===== src/rtl/crcbs_pkg.sv =====
// Shared constants, types and the CRC-16 byte update of the checked block store.
package crcbs_pkg;

   localparam int MEM_BYTES       = 65536;
   localparam int MEM_AW          = $clog2(MEM_BYTES);
   localparam int MAX_DEVICES     = 4;
   localparam int DEV_W           = (MAX_DEVICES > 1) ? $clog2(MAX_DEVICES) : 1;
   localparam int NUM_DEV_REGS    = 4;
   localparam int MAX_BLOCK_BYTES = 4096;

   localparam int BLK_W      = 13;
   localparam int BLKNUM_W   = 15;
   localparam int DEVBYTES_W = 17;
   localparam int PAGE_W     = 16;
   localparam int BASE_W     = 18;
   localparam int CSR_IDX_W  = 3;
   localparam int CSR_DATA_W = 17;

   localparam logic [CSR_IDX_W-1:0] CSR_BLOCK_SIZE   = 3'd0;
   localparam logic [CSR_IDX_W-1:0] CSR_DEVICE_COUNT = 3'd1;
   localparam logic [CSR_IDX_W-1:0] CSR_DEV0_BYTES   = 3'd2;
   localparam logic [CSR_IDX_W-1:0] CSR_DEV1_BYTES   = 3'd3;
   localparam logic [CSR_IDX_W-1:0] CSR_DEV2_BYTES   = 3'd4;
   localparam logic [CSR_IDX_W-1:0] CSR_DEV3_BYTES   = 3'd5;

   localparam logic [1:0] STATUS_OK       = 2'd0;
   localparam logic [1:0] STATUS_BAD      = 2'd1;
   localparam logic [1:0] STATUS_MISMATCH = 2'd2;

   localparam logic [15:0] CRC_INIT    = 16'hFFFF;
   localparam logic [15:0] CRC_POLY    = 16'h8408;
   localparam logic [7:0]  ERASED_BYTE = 8'hFF;

   typedef enum logic [1:0] {
      OP_WRITE  = 2'd0,
      OP_READ   = 2'd1,
      OP_ERASE  = 2'd2,
      OP_IGNORE = 2'd3
   } op_type;

   typedef struct packed {
      logic [BLK_W-1:0]                        blk_bytes;
      logic                                    blk_small;
      logic [MAX_DEVICES-1:0][BASE_W-1:0]      base;
      logic [MAX_DEVICES-1:0][PAGE_W-1:0]      used;
      logic [MAX_DEVICES-1:0][PAGE_W-1:0]      pd;
      logic [MAX_DEVICES-1:0][MEM_AW-1:0]      start;
   } geom_type;

   typedef struct packed {
      op_type              op;
      logic [BLKNUM_W-1:0] blk;
      logic [7:0]          din;
      logic                hit;
      logic [MEM_AW-1:0]   dbase;
      logic [MEM_AW-1:0]   cs;
   } entry_type;

   function automatic logic [15:0] crc_byte(input logic [15:0] crc, input logic [7:0] value);
      logic [15:0] c;
      c = crc ^ {8'h00, value};
      for (int i = 0; i < 8; i++) begin
         c = c[0] ? ((c >> 1) ^ CRC_POLY) : (c >> 1);
      end
      return c;
   endfunction

endpackage


===== src/rtl/crcbs_front.sv =====
// Front end: takes request beats, maps the block number, queues them for the back end.
module crcbs_front (
   input  logic                              clock,
   input  logic                              reset,
   input  logic                              req_push,
   output logic                              req_full,
   input  logic [1:0]                        req_opcode,
   input  logic [crcbs_pkg::BLKNUM_W-1:0]    req_block_number,
   input  logic [7:0]                        req_data_in,
   input  crcbs_pkg::geom_type               geom,
   input  logic                              geom_ready,
   input  logic                              q_pop,
   output logic                              q_valid,
   output crcbs_pkg::entry_type              q_entry
);
   import crcbs_pkg::*;

   localparam int QDEPTH = 2;

   logic                  s1_valid_ff;
   op_type                s1_op_ff;
   logic [BLKNUM_W-1:0]   s1_blk_ff;
   logic [7:0]            s1_din_ff;
   logic                  s1_hit_ff;
   logic [PAGE_W-1:0]     s1_page_ff;
   logic [PAGE_W-1:0]     s1_pd_ff;
   logic [MEM_AW-1:0]     s1_start_ff;

   entry_type             fifo_ff [QDEPTH];
   logic                  wr_ptr_ff;
   logic                  rd_ptr_ff;
   logic [1:0]            count_ff;

   logic                  hit;
   logic [PAGE_W-1:0]     page;
   logic [PAGE_W-1:0]     pd_sel;
   logic [MEM_AW-1:0]     start_sel;
   logic [BASE_W-1:0]     blk_w;
   logic [PAGE_W-1:0]     span;
   logic [PAGE_W+BLK_W-1:0] prod;
   entry_type             s2_entry;
   logic                  q_full;
   logic                  push;
   logic                  accept;

   assign q_full   = (count_ff == 2'(QDEPTH));
   assign push     = s1_valid_ff && !q_full;
   assign req_full = !geom_ready || (s1_valid_ff && !push);
   assign accept   = req_push && !req_full;
   assign q_valid  = (count_ff != '0);
   assign q_entry  = fifo_ff[rd_ptr_ff];

   // regions are disjoint in block number, so at most one matches
   always_comb begin
      hit       = 1'b0;
      page      = '0;
      pd_sel    = '0;
      start_sel = '0;
      blk_w     = BASE_W'(req_block_number);
      for (int d = 0; d < MAX_DEVICES; d++) begin
         if ((blk_w >= geom.base[d]) && (blk_w < geom.base[d] + BASE_W'(geom.used[d]))) begin
            hit       = 1'b1;
            page      = PAGE_W'(blk_w - geom.base[d]);
            pd_sel    = geom.pd[d];
            start_sel = geom.start[d];
         end
      end
      if (geom.blk_small) hit = 1'b0;
   end

   always_comb begin
      span           = s1_page_ff + s1_pd_ff;
      prod           = span * geom.blk_bytes;
      s2_entry.op    = s1_op_ff;
      s2_entry.blk   = s1_blk_ff;
      s2_entry.din   = s1_din_ff;
      s2_entry.hit   = s1_hit_ff;
      s2_entry.dbase = s1_start_ff + prod[MEM_AW-1:0];
      s2_entry.cs    = s1_start_ff + MEM_AW'({s1_page_ff, 1'b0});
   end

   always_ff @(posedge clock) begin
      if (reset) begin
         s1_valid_ff <= 1'b0;
         wr_ptr_ff   <= 1'b0;
         rd_ptr_ff   <= 1'b0;
         count_ff    <= '0;
      end else begin
         if (accept) begin
            s1_valid_ff <= 1'b1;
            s1_op_ff    <= op_type'(req_opcode);
            s1_blk_ff   <= req_block_number;
            s1_din_ff   <= req_data_in;
            s1_hit_ff   <= hit;
            s1_page_ff  <= page;
            s1_pd_ff    <= pd_sel;
            s1_start_ff <= start_sel;
         end else if (push) begin
            s1_valid_ff <= 1'b0;
         end
         if (push) begin
            fifo_ff[wr_ptr_ff] <= s2_entry;
            wr_ptr_ff          <= !wr_ptr_ff;
         end
         if (q_pop) rd_ptr_ff <= !rd_ptr_ff;
         count_ff <= count_ff + 2'(push) - 2'(q_pop);
      end
   end
endmodule


===== config.mk =====
export PLATFORM = sky130hd
export DESIGN_NAME = crcbs_front
export DESIGN_NICKNAME = d
export VERILOG_FILES = /design/src/rtl/crcbs_pkg.sv /design/src/rtl/crcbs_front.sv
export SDC_FILE = /design/constraint.sdc
export NUM_CORES = 1
export LEC_CHECK = 0
export BUFFER_PORTS_ARGS = -buffer_cell sky130_fd_sc_hd__buf_2
export CORE_MARGIN = 2
export CORE_UTILIZATION = 55
export CTS_BUF_LIST = sky130_fd_sc_hd__clkbuf_16
export CTS_CLUSTER_DIAMETER = 150
export DETAILED_ROUTE_END_ITERATION = 8
export GPL_TIMING_DRIVEN = 0
export HOLD_SLACK_MARGIN = 0.1
export PLACE_DENSITY = 0.78
export RECOVER_POWER = 25
export SYNTH_ARGS = -nofsm -noshare
export SYNTH_HDL_FRONTEND = slang
export SYNTH_SLANG_ARGS = --single-unit
export TNS_END_PERCENT = 50

===== constraint.sdc =====
create_clock -name clock -period 9.5 [get_ports clock]
set_clock_uncertainty 0.2 [all_clocks]
set_input_delay 0.95 -clock clock [delete_from_list [all_inputs] [get_ports clock]]
set_output_delay 0.95 -clock clock [all_outputs]
set_load 0.005 [all_outputs]

* Yosys cells after proc, flatten, opt, wreduce, memory -nomap -nowiden
Memory sizes are Yosys's and may differ from the RTL's. A register that Yosys moved wholly into a read port is not among the register bits.
Index checks and enable logic that the tools add are counted.
** Word-level totals
- Bits in writable memories :: 116
- Word-level logic and storage cells :: 76
- Register bits after elaboration :: 79
- Memories kept :: 1
- Output and inout port bits :: 60
** Operators by class
- Bitwise logic cells :: 1
- $add $sub $neg :: 13
- Reductions and logical operators :: 17
- Eq/ne operators :: 1
- $lt $le $gt $ge :: 8
- Multipliers :: 1
- Muxes and demuxes :: 23
** Memories
- fifo_ff :: words 2, bits a word 58, rd ports 1, clocked after memory_dff 1, wr ports 1, line crcbs_front.sv:29 : entry_type fifo_ff [QDEPTH];
** Operators with widths (count)
- $mux W16 :: 12
- $add A18 B16 Y18 :: 4
- $ge A15 B18 Y1 :: 4
- $lt A15 B18 Y1 :: 4
- $sub A15 B16 Y16 :: 4
- $add A16 B16 Y16 :: 3
- $mul A16 B13 Y16 :: 1
- $mux W1 :: 11
- $logic_and A1 B1 Y1 :: 7
- $logic_not A1 Y1 :: 6
- $reduce_bool A2 Y1 :: 2
- $add A2 B1 Y2 :: 1
- $eq A2 B2 Y1 const B :: 1
- $reduce_and A2 Y1 :: 1
- $sub A2 B1 Y2 :: 1
- $logic_or A1 B1 Y1 :: 1
- $not A1 Y1 :: 1

* Longest topological paths before layout
- Depth in word-level cells :: 9
- Gate-level depth with buffers :: 31
- Mapped depth without buffers :: 31

* Worst setup path before layout
Ideal clock, no wire load.
- Path kind :: reg-to-reg
- Start :: register s1_page_ff[0]
- End :: memory fifo_ff[0][31] (netlist bit), data pin
- Setup slack :: 1.523 ns
- Cell stages (with the launch flop) :: 32
- Setup time :: 0.271 ns
- Buffers on the path :: 0
- Data arrival time :: 7.506 ns
- Cell sequence :: edfxtp_1 ha_1 inv_1 fa_1 nor2b_1 o2111ai_1 a31oi_1 a21o_1 a21oi_1 xnor2_1 nand2_1 fa_1 fa_1 inv_1 fa_1 inv_1 fa_1 inv_1 fa_1 inv_1 fa_1 xor2_1 xnor2_1 xnor2_1 xnor2_1 xnor3_1 xnor2_1 xnor2_1 xnor2_1 xnor3_1 xor2_1 xnor3_1
** RTL lines
- from (decl) :: line crcbs_front.sv:25 : logic [PAGE_W-1:0] s1_page_ff;
- from (signal assigned) :: line crcbs_front.sv:95 : s1_page_ff <= page;
- to (decl) :: line crcbs_front.sv:29

==> results.json <==
{
  "post_cts_buffers": 0,
  "post-place-cells": 2874,
  "failed_checks": "max-capacitance violations, max-slew violations",
  "holdWs_ns": 0.252,
  "grt_overflow": 0,
  "cap_violations": 1,
  "place_ws_ns": 0.654,
  "path_max_fanout": 6,
  "critPathLaunchType": "flop",
  "cts_sinks": 196,
  "required_ns": 9.46,
  "final_common_cell": "buf_2",
  "fin_cells": 2914,
  "status": "finished, violations left",
  "ctsResizeCount": 0,
  "period_share": 0.939,
  "first_pass_iters": 5,
  "place_congestion": 1.01,
  "p_leak_nw": 10.6,
  "viasPerCell": 5.85,
  "cts.clk_slew.worst_paths_ns": 0.07,
  "synthFlopType": "edfxtp_1",
  "switching_share": 0.418,
  "rows": 70,
  "die-area_mm2": 0.0381,
  "tritoncts": "yes",
  "synthXorXnorAreaFrac": 0.0638,
  "drive_gt1_frac": 0.219,
  "syn_nets": 2690,
  "yosys.area_share.simple": 0.117,
  "netlist_area_mm2": 0.0201,
  "drv_slew": 12,
  "yosys_warnings": 0,
  "first_global_vias": 17000,
  "yosys_register_bits": 196,
  "cp_top_family": "adder cells",
  "worstSkewPairLatency_ns": 0.44,
  "die_h_um": 195,
  "fin_ws_ns": 0.584,
  "hpwl_um": 49900,
  "drt_wl_total_um": 60200,
  "ant_nets": 0,
  "cts_buffer_depth": 2,
  "min_path_type": "reg2reg",
  "antenna_found_initial": 11,
  "cts_buffers": 17,
  "rsz0062_at_grt": "false",
  "slowest_stage": "fa_1",
  "crit_path_end_kind": "flop",
  "fmax_ghz": 0.112,
  "routedWlPerCell_um": 20.7,
  "p_seq_frac": 0.202,
  "synth-edff-count": 190,
  "ys_types": 82,
  "finalHoldViolations": 0,
  "synth_compound_area_frac": 0.173,
  "drcViolationCount": 0,
  "grt_max_degree": 18,
  "crit_type": "reg2reg",
  "synthArstFlopShare": 0,
  "area_delta_synth_final_pct": 15.7,
  "max_slew_margin": -0.228,
  "synthAdderAreaFrac": 0.260,
  "max_stage_delay_ns": 0.55,
  "synthMuxAreaShare": 0.0345,
  "min_period_ns": 8.92,
  "power.internal_mw": 4.07,
  "clk_root_buffer_cell": "clkbuf_16",
  "die_width_um": 195,
  "p_clk_frac": 0.098,
  "ios": 368,
  "fin_nets": 3090,
  "arrival_ns": 8.88,
  "final_util": 0.640,
  "synth_top_family_by_area": "adder cells",
  "mostFrequentLayoutCells": "buf_2 (357), inv_1 (273), ha_1 (255), edfxtp_1 (190), nand2_1 (134)",
  "cts_hold_buffers": 0,
  "powerDensity_mw_per_mm2": 300,
  "initial_core_util": 0.553,
  "syn_area_per_cell_um2": 9.93,
  "cts_max_level": 4,
  "track_usage": 0.313,
  "vias": 17000,
  "setup_viol": 0,
  "power_frac_comb": 0.699,
  "portBuffers": 365,
  "drt_iter0_drc": 1208,
  "ir_drop_mv": 0.481,
  "coreArea_mm2": 0.0363,
  "synthCells": 2025,
  "worst-path-buf-inv": 5,
  "grt_pass1_wl_um": 91500,
  "worstMarginPinSlew_ns": 1.84,
  "timing.setup.tns_ns": 0,
  "fill_cells": 3025,
  "yosysSeqAreaShare": 0.290,
  "netSwitchingPower_mw": 2.92
}
## logic make-up after synthesis
kind of cell	after synthesis
compound gates	476
simple gates	475
fa+ha+maj	357
buf+inv	319
flops	196
xor+xnor	140
mux	62
## final timing paths
check	cells after the start	start	slack, ns	to
setup / recovery	31	s1_page_ff[0]$_DFFE_PP_	0.58	fifo_ff[0][31]$_DFFE_PP_
hold / removal	0	s1_din_ff[0]$_DFFE_PP_	0.25	fifo_ff[0][33]$_DFFE_PP_
setup reg to reg	31	s1_page_ff[0]$_DFFE_PP_	0.58	fifo_ff[0][31]$_DFFE_PP_
hold reg to reg	0	s1_din_ff[0]$_DFFE_PP_	0.25	fifo_ff[0][33]$_DFFE_PP_
## Yosys cell counts, types with 45 or more instances
library cell / count / share of area
and2_1: 55 / 0.017
xnor2_1: 91 / 0.040
inv_1: 271 / 0.051
fa_1: 102 / 0.10
o21ai_0: 63 / 0.016
nand2_1: 134 / 0.025
xor2_1: 45 / 0.020
mux2_2: 59 / 0.033
nor2_1: 125 / 0.023
edfxtp_1: 190 / 0.28
a21oi_1: 114 / 0.028
a21o_1: 55 / 0.021
ha_1: 255 / 0.16
## metal layers
layer  part of all wire  track usage
met1               0.40        0.388
met2               0.50        0.550
met3              0.063       0.0385
met4              0.043        0.135
met5            0.00075            0
## power by group through the flow
| stage | combinational, mW | clock, mW | sequential, mW |
|---|---|---|---|
| after floorplan | 3.73 | 0 | 1.43 |
| after global placement | 4.59 | 0 | 1.43 |
| after detailed placement | 4.81 | 0 | 1.43 |
| after CTS | 4.84 | 0.695 | 1.41 |
| after global routing | 5.43 | 0.726 | 1.42 |
| final | 4.89 | 0.686 | 1.41 |
## worst register-to-register path: cells and delay by family (launching register included)
| family | cells | cell delay, ns |
|---|---|---|
| buffers and inverters | 5 | 0.28 |
| AOI/OAI and AO/OA | 4 | 0.66 |
| DFF | 1 | 0.42 |
| and+or+nand+nor | 2 | 0.37 |
| xor gates and xnor gates | 12 | 3.02 |
| adders and majority gates | 8 | 3.68 |
## through the flow
step / total power [mW] / area [µm²]
after floorplan: 5.16 / 20100
after global placement: 6.02 / 22500
after detailed placement: 6.24 / 22700
after CTS: 6.95 / 23300
after global routing: 7.57 / 23300
final: 6.99 / 23300
## registers in the layout, summed over array words and instances, names as in the netlist, named ones only
| name | count |
|---|---|
| s1_blk_ff | 15 |
| count_ff | 2 |
| s1_start_ff | 16 |
| s1_din_ff | 8 |
| s1_op_ff | 2 |
| s1_page_ff | 16 |
| s1_pd_ff | 16 |
| s1_hit_ff | 1 |
| fifo_ff | 116 |
| rd_ptr_ff | 1 |
| s1_valid_ff | 1 |
| wr_ptr_ff | 1 |
## layout make-up
cell class | count | area (µm²) | area share
antenna | 9 | 22.5 | 0.000968
inverter | 271 | 1020 | 0.0437
clock buffer | 17 | 425 | 0.0183
sequential | 196 | 5830 | 0.250
timing repair buffer | 381 | 1990 | 0.0856
tap | 468 | 586 | 0.0252
buffer | 48 | 241 | 0.0104
clock inverter | 14 | 133 | 0.00570
multi-input combinational | 1510 | 13000 | 0.560
Note: power is estimated with default switching activity, not from simulation.
