## src/rtl/crcbs_pkg.sv

```systemverilog
// Shared constants, types and the CRC-16 byte update of the checked block store.
package crcbs_pkg;

   localparam int MEM_BYTES       = 65536;
   localparam int MEM_AW          = $clog2(MEM_BYTES);
   localparam int MAX_DEVICES     = 4;
   localparam int DEV_W           = (MAX_DEVICES > 1) ? $clog2(MAX_DEVICES) : 1;
   localparam int NUM_DEV_REGS    = 4;
   localparam int MAX_BLOCK_BYTES = 4096;

   localparam int BLK_W      = 13;
   localparam int BLKNUM_W   = 15;
   localparam int DEVBYTES_W = 17;
   localparam int PAGE_W     = 16;
   localparam int BASE_W     = 18;
   localparam int CSR_IDX_W  = 3;
   localparam int CSR_DATA_W = 17;

   localparam logic [CSR_IDX_W-1:0] CSR_BLOCK_SIZE   = 3'd0;
   localparam logic [CSR_IDX_W-1:0] CSR_DEVICE_COUNT = 3'd1;
   localparam logic [CSR_IDX_W-1:0] CSR_DEV0_BYTES   = 3'd2;
   localparam logic [CSR_IDX_W-1:0] CSR_DEV1_BYTES   = 3'd3;
   localparam logic [CSR_IDX_W-1:0] CSR_DEV2_BYTES   = 3'd4;
   localparam logic [CSR_IDX_W-1:0] CSR_DEV3_BYTES   = 3'd5;

   localparam logic [1:0] STATUS_OK       = 2'd0;
   localparam logic [1:0] STATUS_BAD      = 2'd1;
   localparam logic [1:0] STATUS_MISMATCH = 2'd2;

   localparam logic [15:0] CRC_INIT    = 16'hFFFF;
   localparam logic [15:0] CRC_POLY    = 16'h8408;
   localparam logic [7:0]  ERASED_BYTE = 8'hFF;

   typedef enum logic [1:0] {
      OP_WRITE  = 2'd0,
      OP_READ   = 2'd1,
      OP_ERASE  = 2'd2,
      OP_IGNORE = 2'd3
   } op_type;

   typedef struct packed {
      logic [BLK_W-1:0]                        blk_bytes;
      logic                                    blk_small;
      logic [MAX_DEVICES-1:0][BASE_W-1:0]      base;
      logic [MAX_DEVICES-1:0][PAGE_W-1:0]      used;
      logic [MAX_DEVICES-1:0][PAGE_W-1:0]      pd;
      logic [MAX_DEVICES-1:0][MEM_AW-1:0]      start;
   } geom_type;

   typedef struct packed {
      op_type              op;
      logic [BLKNUM_W-1:0] blk;
      logic [7:0]          din;
      logic                hit;
      logic [MEM_AW-1:0]   dbase;
      logic [MEM_AW-1:0]   cs;
   } entry_type;

   function automatic logic [15:0] crc_byte(input logic [15:0] crc, input logic [7:0] value);
      logic [15:0] c;
      c = crc ^ {8'h00, value};
      for (int i = 0; i < 8; i++) begin
         c = c[0] ? ((c >> 1) ^ CRC_POLY) : (c >> 1);
      end
      return c;
   endfunction

endpackage

```

## src/rtl/crcbs_geom.sv

```systemverilog
// Configuration registers and the serial divider that derives region geometry.
module crcbs_geom (
   input  logic                                clock,
   input  logic                                reset,
   input  logic                                csr_valid,
   output logic                                csr_ready,
   input  logic [crcbs_pkg::CSR_IDX_W-1:0]     csr_index,
   input  logic [crcbs_pkg::CSR_DATA_W-1:0]    csr_data,
   output crcbs_pkg::geom_type                 geom,
   output logic                                geom_ready
);
   import crcbs_pkg::*;

   typedef enum logic [2:0] {G_START, G_REGION, G_DIV1, G_DIV2, G_NEXT, G_IDLE} gstate_type;

   gstate_type               state_ff;
   logic [BLK_W-1:0]         block_size_ff;
   logic [2:0]               device_count_ff;
   logic [DEVBYTES_W-1:0]    dev_bytes_ff [NUM_DEV_REGS];
   geom_type                 geom_ff;
   logic [DEV_W-1:0]         d_ff;
   logic [MEM_AW-1:0]        acc_start_ff;
   logic [BASE_W-1:0]        acc_base_ff;
   logic [17:0]              dvd_ff;
   logic [BLK_W-1:0]         rem_ff;
   logic [17:0]              quo_ff;
   logic [4:0]               step_ff;
   logic [PAGE_W-1:0]        pages_ff;

   logic [BLK_W-1:0]         b_eff;
   logic [3:0]               n_eff;
   logic [DEVBYTES_W-1:0]    bytes_sel;
   logic [BLK_W:0]           rem_sh;
   logic                     ge;
   logic [BLK_W-1:0]         rem_nx;
   logic [17:0]              quo_nx;
   logic [PAGE_W-1:0]        pd_nx;

   assign b_eff = (block_size_ff > BLK_W'(MAX_BLOCK_BYTES)) ? BLK_W'(MAX_BLOCK_BYTES)
                                                           : block_size_ff;
   assign n_eff = ({1'b0, device_count_ff} > 4'(MAX_DEVICES)) ? 4'(MAX_DEVICES)
                                                             : {1'b0, device_count_ff};

   always_comb begin
      bytes_sel = '0;
      for (int i = 0; i < NUM_DEV_REGS; i++) begin
         if (32'(d_ff) == i) bytes_sel = dev_bytes_ff[i];
      end
   end

   // one restoring step per cycle
   assign rem_sh = {rem_ff, dvd_ff[17]};
   assign ge     = rem_sh >= {1'b0, b_eff};
   assign rem_nx = ge ? BLK_W'(rem_sh - {1'b0, b_eff}) : BLK_W'(rem_sh);
   assign quo_nx = {quo_ff[16:0], ge};
   assign pd_nx  = quo_nx[PAGE_W-1:0];

   assign csr_ready  = 1'b1;
   assign geom       = geom_ff;
   assign geom_ready = (state_ff == G_IDLE);

   always_ff @(posedge clock) begin
      if (reset) begin
         state_ff        <= G_START;
         block_size_ff   <= BLK_W'(512);
         device_count_ff <= 3'd1;
         dev_bytes_ff[0] <= DEVBYTES_W'(65536);
         for (int i = 1; i < NUM_DEV_REGS; i++) dev_bytes_ff[i] <= '0;
      end else if (csr_valid) begin
         state_ff <= G_START;
         case (csr_index)
            CSR_BLOCK_SIZE:   block_size_ff   <= csr_data[BLK_W-1:0];
            CSR_DEVICE_COUNT: device_count_ff <= csr_data[2:0];
            CSR_DEV0_BYTES:   dev_bytes_ff[0] <= csr_data;
            CSR_DEV1_BYTES:   dev_bytes_ff[1] <= csr_data;
            CSR_DEV2_BYTES:   dev_bytes_ff[2] <= csr_data;
            CSR_DEV3_BYTES:   dev_bytes_ff[3] <= csr_data;
            default: ;
         endcase
      end else begin
         case (state_ff)
            G_START: begin
               geom_ff.blk_bytes <= b_eff;
               geom_ff.blk_small <= (b_eff < BLK_W'(2));
               d_ff              <= '0;
               acc_start_ff      <= '0;
               acc_base_ff       <= '0;
               state_ff          <= G_REGION;
            end
            G_REGION: begin
               geom_ff.start[d_ff] <= acc_start_ff;
               geom_ff.base[d_ff]  <= acc_base_ff;
               if ((4'(d_ff) < n_eff) && !(b_eff < BLK_W'(2))) begin
                  dvd_ff   <= 18'(bytes_sel);
                  rem_ff   <= '0;
                  quo_ff   <= '0;
                  step_ff  <= 5'd17;
                  state_ff <= G_DIV1;
               end else begin
                  geom_ff.used[d_ff] <= '0;
                  geom_ff.pd[d_ff]   <= '0;
                  state_ff           <= G_NEXT;
               end
            end
            G_DIV1: begin
               dvd_ff  <= {dvd_ff[16:0], 1'b0};
               rem_ff  <= rem_nx;
               quo_ff  <= quo_nx;
               step_ff <= step_ff - 5'd1;
               if (step_ff == '0) begin
                  // pages known; next divide gives the checksum page count
                  pages_ff <= quo_nx[PAGE_W-1:0];
                  dvd_ff   <= {1'b0, quo_nx[PAGE_W-1:0], 1'b0} + 18'(b_eff) - 18'd1;
                  rem_ff   <= '0;
                  quo_ff   <= '0;
                  step_ff  <= 5'd17;
                  state_ff <= G_DIV2;
               end
            end
            G_DIV2: begin
               dvd_ff  <= {dvd_ff[16:0], 1'b0};
               rem_ff  <= rem_nx;
               quo_ff  <= quo_nx;
               step_ff <= step_ff - 5'd1;
               if (step_ff == '0) begin
                  geom_ff.pd[d_ff]   <= pd_nx;
                  geom_ff.used[d_ff] <= (pages_ff > pd_nx) ? pages_ff - pd_nx : '0;
                  state_ff           <= G_NEXT;
               end
            end
            G_NEXT: begin
               acc_start_ff <= acc_start_ff + MEM_AW'(bytes_sel);
               acc_base_ff  <= acc_base_ff + BASE_W'(geom_ff.used[d_ff]);
               if (32'(d_ff) == MAX_DEVICES - 1) begin
                  state_ff <= G_IDLE;
               end else begin
                  d_ff     <= d_ff + DEV_W'(1);
                  state_ff <= G_REGION;
               end
            end
            default: ;
         endcase
      end
   end
endmodule

```

## config.mk

```make
export PLATFORM = sky130hd
export DESIGN_NAME = crcbs_geom
export DESIGN_NICKNAME = d
export VERILOG_FILES = /design/src/rtl/crcbs_pkg.sv /design/src/rtl/crcbs_geom.sv
export SDC_FILE = /design/constraint.sdc
export NUM_CORES = 1
export LEC_CHECK = 0
export ABC_CLOCK_PERIOD_IN_PS = 4700
export BUFFER_PORTS_ARGS = -buffer_cell sky130_fd_sc_hd__clkbuf_2
export CAP_MARGIN = 20
export CORE_ASPECT_RATIO = 0.9
export CORE_MARGIN = 2
export CORE_UTILIZATION = 50
export CTS_CLUSTER_SIZE = 12
export DETAILED_ROUTE_END_ITERATION = 16
export PLACE_DENSITY = 0.79
export SYNTH_ARGS = -nofsm -noshare
export SYNTH_HDL_FRONTEND = slang
export SYNTH_SLANG_ARGS = --single-unit
```

## constraint.sdc

```tcl
create_clock -name clock -period 4.7 [get_ports clock]
set_input_delay 0.235 -clock clock [delete_from_list [all_inputs] [get_ports clock]]
set_output_delay 0.235 -clock clock [all_outputs]
set_load 0.03 [all_outputs]
```

* Word-level counts from Yosys, hierarchy flattened
Memory sizes are Yosys's and may differ from the RTL's.
Cells that the tools add are included.
** Storage, ports and cells
- Memory bits (writable) :: 68
- Memories kept :: 1
- Logic and storage cells :: 159
- Bits of input ports :: 23
- Bits in registers :: 400
** Memory list
- dev_bytes_ff :: depth 4, bits a word 17, rd ports 4, clocked after memory_dff 0, wr ports 4, line crcbs_geom.sv:19 : logic [DEVBYTES_W-1:0] dev_bytes_ff [NUM_DEV_REGS];
** Cells by class
- Equal/unequal tests :: 18
- Order comparisons :: 8
- Reduce and logical (&&, ||, !) cells :: 22
- Muxes and demuxes :: 64
- $add $sub $neg :: 8
- Bitwise logic cells :: 9
** Operator list (number)
- 128-bit two-way mux :: 2
- 128-bit one-hot mux with 2 select lines :: 1
- 64-bit bitwise mux :: 3
- 17-bit two-way mux :: 8
- 64-bit bitwise AND :: 2
- 72-bit bitwise mux :: 1
- 64-bit inverter :: 1
- 18-bit two-way mux :: 3
- 18-bit one-hot mux with 3 select lines :: 1
- 13-bit two-way mux :: 4
- 16-bit two-way mux :: 3
- 15-bit one-hot mux with 3 select lines :: 1
- 13-bit one-hot mux with 3 select lines :: 1
- 18-bit demux with 2-bit select :: 1
- 18-bit one-hot mux with 2 select lines :: 1
- 16-bit binary-select mux with 2-bit select :: 1
- 16-bit demux with 2-bit select :: 1
- 16-bit one-hot mux with 2 select lines :: 1
- 15-bit two-way mux :: 2
- 17-bit by 13-bit adder with 18-bit output :: 1
- 18-bit by 16-bit adder with 18-bit output :: 1
- 1-bit two-way mux :: 18
- 18-bit by 1-bit subtractor with 18-bit output (second input constant) :: 1
- 16-bit adder :: 1
- 39 further kinds :: 69

* Longest topological paths before layout
- Depth in word-level cells :: 8
- Gate-level depth with buffers :: 23
- Gate-level depth less buffers :: 22

* Worst setup path after synthesis
OpenSTA, ideal clock, no wires.
- Path type :: register to register
- Start :: register d_ff[0]
- End :: register dvd_ff[0], enable pin
- Setup time :: 523 ps
- Stages on the path, launching flop included :: 8
- Buffers on the path :: 1
- Arrival time :: 4610 ps
- Path slack :: -432 ps
- Cell sequence :: edfxtp_1 buf_2 nand2b_1 a21oi_1 o22ai_1 inv_1 a21oi_1 nor3_1
** Between the ends
- Word-level cells in the longest chain between the ends :: 4
** Ends and longest elaborated chain
- start, declared :: line crcbs_geom.sv:21 : logic [DEV_W-1:0] d_ff;
- start signal, assigned :: line crcbs_geom.sv:137 : d_ff <= d_ff + DEV_W'(1);
- 2-bit by 3-bit < comparator with 1-bit output :: line crcbs_geom.sv:93 : if ((4'(d_ff) < n_eff) && !(b_eff < BLK_W'(2))) begin
- 1-bit logical AND :: line crcbs_geom.sv:93
- 2-bit inequality test (no source line)
- 4-bit AND reduction (no source line)
- end signal, assigned :: line crcbs_geom.sv:94 : dvd_ff <= 18'(bytes_sel);
- end signal, assigned :: line crcbs_geom.sv:106 : dvd_ff <= {dvd_ff[16:0], 1'b0};
- end signal, assigned :: line crcbs_geom.sv:113 : dvd_ff <= {1'b0, quo_nx[PAGE_W-1:0], 1'b0} + 18'(b_eff) - 18'd1;
- end, declared :: line crcbs_geom.sv:24 : logic [17:0] dvd_ff;
Every way passes these cells.
A chain may end at the register's enable or synchronous reset.

* Final worst setup path
- Start :: register block_size_ff[10]
- End :: register dvd_ff[13] (data pin)
** Between the ends
- Word-level cells in the longest chain between the ends :: 7
** Ends and longest elaborated chain
- start, declared :: line crcbs_geom.sv:17 : logic [BLK_W-1:0] block_size_ff;
- start signal, assigned :: line crcbs_geom.sv:72 : CSR_BLOCK_SIZE: block_size_ff <= csr_data[BLK_W-1:0];
- 13-bit greater-than comparator :: line crcbs_geom.sv:39 : assign b_eff = (block_size_ff > BLK_W'(MAX_BLOCK_BYTES)) ? BLK_W'(MAX_BLOCK_BYTES)
- 13-bit two-way mux * :: line crcbs_geom.sv:39
- 14-bit by 13-bit greater-or-equal comparator with 1-bit output :: line crcbs_geom.sv:53 : assign ge = rem_sh >= {1'b0, b_eff};
- 17-bit by 13-bit adder with 18-bit output * :: line crcbs_geom.sv:113
- 18-bit by 1-bit subtractor with 18-bit output * :: line crcbs_geom.sv:113
- 18-bit two-way mux * :: line crcbs_geom.sv:110 : if (step_ff == '0) begin
- 18-bit one-hot mux with 3 select lines * :: line crcbs_geom.sv:81 : case (state_ff)
- end signal, assigned :: line crcbs_geom.sv:106
- end signal, assigned :: line crcbs_geom.sv:113
- end signal, assigned :: line crcbs_geom.sv:121 : dvd_ff <= {dvd_ff[16:0], 1'b0};
Every way passes the cells marked *; elsewhere a longest branch is shown, timed or not.

==> metrics <==
worst rel slew slack 0.3016; sequential-to-total area share from yosys stat 0.6204; syn nets 1951; Gate power share 0.074; DIE AREA 46400 µm²; Syn Std Cell Area 22350 µm²; Layout Skew 18.02 ps; worst slew pin tran 1045 ps; clk buf depth 3; DRT Wirelength 58210 µm; Nets 2311; CP required 5030 ps; number of global-route vias before repair 15498; HP Class in2reg; Synth-to-Final Area Change 19.38%; f_max 214.6 MHz; peak supply drop 0.3238 mV; DRC errors left 0; max-cap viol count 0; vias per std cell 5.691; worst reg2reg path startpoint block_size_ff[10]$_SDFFE_PP0P_; starting density of the core 0.5065; Power Density 332.7 nW/µm²; average cell area after synthesis 12.22 µm²; CP startpoint kind register; global placement routability congestion 0.9073; first-iteration detailed-routing DRC count 1395; Die Ht 204.6 µm; Post-synth EDFFs 449; global-route wire length before repair 88370 µm; flop2flop setup slack 40 ps; path depth of the worst reg2reg path 22; status complete, no violations; Clock Power Share 0.397; Post-synth top flop edfxtp_1; worst reg2reg endpoint dvd_ff[13]$_DFFE_PP_; CTS Root Buffer Type clkbuf_16; commonest cells after routing, fill and taps aside edfxtp_1 (449), clkbuf_2 (301), a21oi_1 (143); CTS tree yes; setup TNS 0 ps; CP arrival 4990 ps; Yosys cell types 71; Clk pin slew, worst setup/hold paths 60 ps; M1 GR Usage 0.3356; I/O Buffers 301; Setup crit end dvd_ff[13]$_DFFE_PP_; I/O pins 303; crit path max fanout 5; ratio of cells with drive above 1 in the final layout 0.2384; sequential share of power 0.529; initial antenna violation count 1; Final Hold Vio Count 0; ANT nets after route 0; register area 13870 µm²; WS Path Type reg2reg; Sw Ratio 0.2262; sw power 2.008 mW; HPWL after DPL 40620 µm; Internal Power 6.869 mW; commonest non-fill, non-tap cell in the layout edfxtp_1; Placed Area 24890 µm²; Synthesis Warnings 0; GRT Max-Usage Layer met2; FF+latch count, synth 468; CP endpoint kind register; clk_lat worst skew 590 ps; H-tree depth 2; Antenna Cells 0; GRT met3 Usage 0.03787; Final setup viols 0; All-Layer GR Usage 0.2486; drt first pass iters 6; largest net degree at the start of global routing 52; # clock sinks 468; Vias 16021; Slew Viols, Final 0; met2 Use GR 0.4053; FILL cells 3435; worst setup path startpoint block_size_ff[10]$_SDFFE_PP0P_; setup repair after global routing missed its margin true; num rows 73; min cycle time layout 4660 ps; Synth Instances 1829; TritonCTS buffer count 48; Die W 226.8 µm; final period utilization 0.9915; core box area 44120 µm²; area of the multi-input gates 8041 µm²; gr ovfl total 0; static leakage 10.48 nW; drt wl/cell 20.68 µm; Finished Cell Area 26680 µm²; Post-synth ARST share 0
Yosys cell counts, types with 5 or more instances:
cell	instances	area (µm²)
nor2_1	128	480.5
a21o_1	23	172.7
o21bai_1	9	67.56
a31oi_1	7	43.79
nand2_2	10	62.56
mux2i_1	15	150.1
clkbuf_1	71	266.5
nor2b_1	18	112.6
inv_1	89	334.1
nor3_1	33	165.2
o21a_1	15	112.6
nor3b_1	6	45.04
nand2b_1	76	475.5
and3_1	9	56.30
nand3_1	54	270.3
ha_1	94	1176
nand2_1	137	514.2
nand4_1	6	37.54
xnor2_1	26	227.7
fa_1	5	100.1
dfxtp_1	19	380.4
xor2_1	23	201.4
a31o_2	6	52.55
a221o_1	10	100.1
buf_2	7	35.03
nor4_1	9	56.30
o21ai_0	103	515.5
or3_1	8	50.05
mux4_2	16	360.4
and2_1	77	481.7
o211ai_1	6	45.04
nand3b_1	7	52.55
a22o_1	26	227.7
edfxtp_1	449	13480
a21oi_1	146	730.7
a22oi_1	17	127.6
a211oi_1	10	75.07
how the worst min path moves through the flow:
stage	slack, ps	cells after the start	startpoint	endpoint
floorplan	350	1	csr_data[0]	device_count_ff[0]$_SDFFE_PP1P_
global placement	460	2	block_size_ff[1]$_SDFFE_PP0P_	block_size_ff[1]$_SDFFE_PP0P_
detailed placement	470	2	block_size_ff[2]$_SDFFE_PP0P_	block_size_ff[2]$_SDFFE_PP0P_
CTS	10	3	csr_data[5]	block_size_ff[5]$_SDFFE_PP0P_
global route	40	3	csr_data[5]	block_size_ff[5]$_SDFFE_PP0P_
finish	50	3	csr_data[5]	block_size_ff[5]$_SDFFE_PP0P_
state kept, by name (all words and copies together), names as in the netlist:
register / cells
acc_base_ff: 18
acc_start_ff: 16
block_size_ff: 13
d_ff: 2
dev_bytes_ff: 68
device_count_ff: 3
dvd_ff: 18
geom: 278
pages_ff: 16
quo_ff: 15
rem_ff: 13
state_ff: 3
step_ff: 5
layout make-up:
| type | count | share of cell area |
|---|---|---|
| well taps | 600 | 0.02814 |
| flip-flops and latches | 468 | 0.5197 |
| repair buffers | 394 | 0.08489 |
| clock inverters | 17 | 0.005159 |
| multi-input cells | 1188 | 0.3014 |
| clock buffers | 59 | 0.04812 |
| inverters | 89 | 0.01252 |
critical path, stage by stage (launching register included):
cell and delay [ps]:
dfxtp_2 330, nor4_4 300, nand3_2 130, o21ai_2 170, nand2_2 90, ha_4 260, a21o_1 190, a21o_1 160
a21oi_2 150, o21ai_2 80, o41a_1 460, inv_1 100, ha_1 150, inv_2 50, ha_4 160, fa_2 360
a21o_1 170, a21o_1 200, a31o_4 260, o21ai_2 130, xor2_1 150, nor2_1 60, a221o_1 290
power groups by stage:
stage               combinational, mW  clock, mW  sequential, mW
floorplan                       0.393          0            4.81
global placement                0.611          0            4.78
detailed placement              0.629          0            4.78
CTS                             0.642       3.58            4.70
global route                    0.719       3.73            4.71
finish                          0.658       3.52            4.70
logic make-up (layout without fill, tap and decap cells):
| logic type | count (synthesis) | after routing | share of synthesized area |
|---|---|---|---|
| compound gates | 418 | 418 | 0.1174 |
| xor+xnor | 49 | 49 | 0.01920 |
| fa+ha+maj | 99 | 99 | 0.05711 |
| buf+inv | 173 | 559 | 0.03063 |
| flops | 468 | 468 | 0.6204 |
| mux | 32 | 32 | 0.02335 |
| other cells | 1 | 1 | 0.0001678 |
| simple gates | 589 | 589 | 0.1317 |
per-layer routing:
layer	vias to the layer above	part of all wire
met5	-	0.00021
met4	2	0.034
met3	125	0.070
met2	650	0.48
met1	7798	0.42
li1	7446	-
metrics by stage:
step	power, mW	utilization	std cells	hold slack (ps)	worst slack (ps)
floorplan	5.204	-	1829	352.9	27.27
global placement	5.391	0.5643	2716	460.6	-50.54
detailed placement	5.413	0.5643	2716	469.5	-83.48
CTS	8.924	0.6000	2807	14.88	0.2758
global route	9.153	0.6047	2815	44.52	-193.3
finish	8.877	0.6047	2815	52.62	40.09
what timing repair did:
item,in CTS,in global routing
setup buffers,1,8
hold buffers,14,0
gates resized for setup,1,30
gates cloned,0,0
endpoints found under the setup margin,36,77
hold endpoints to repair,35,0
pin swaps,1,24
Note: power is estimated with default switching activity, not from simulation.
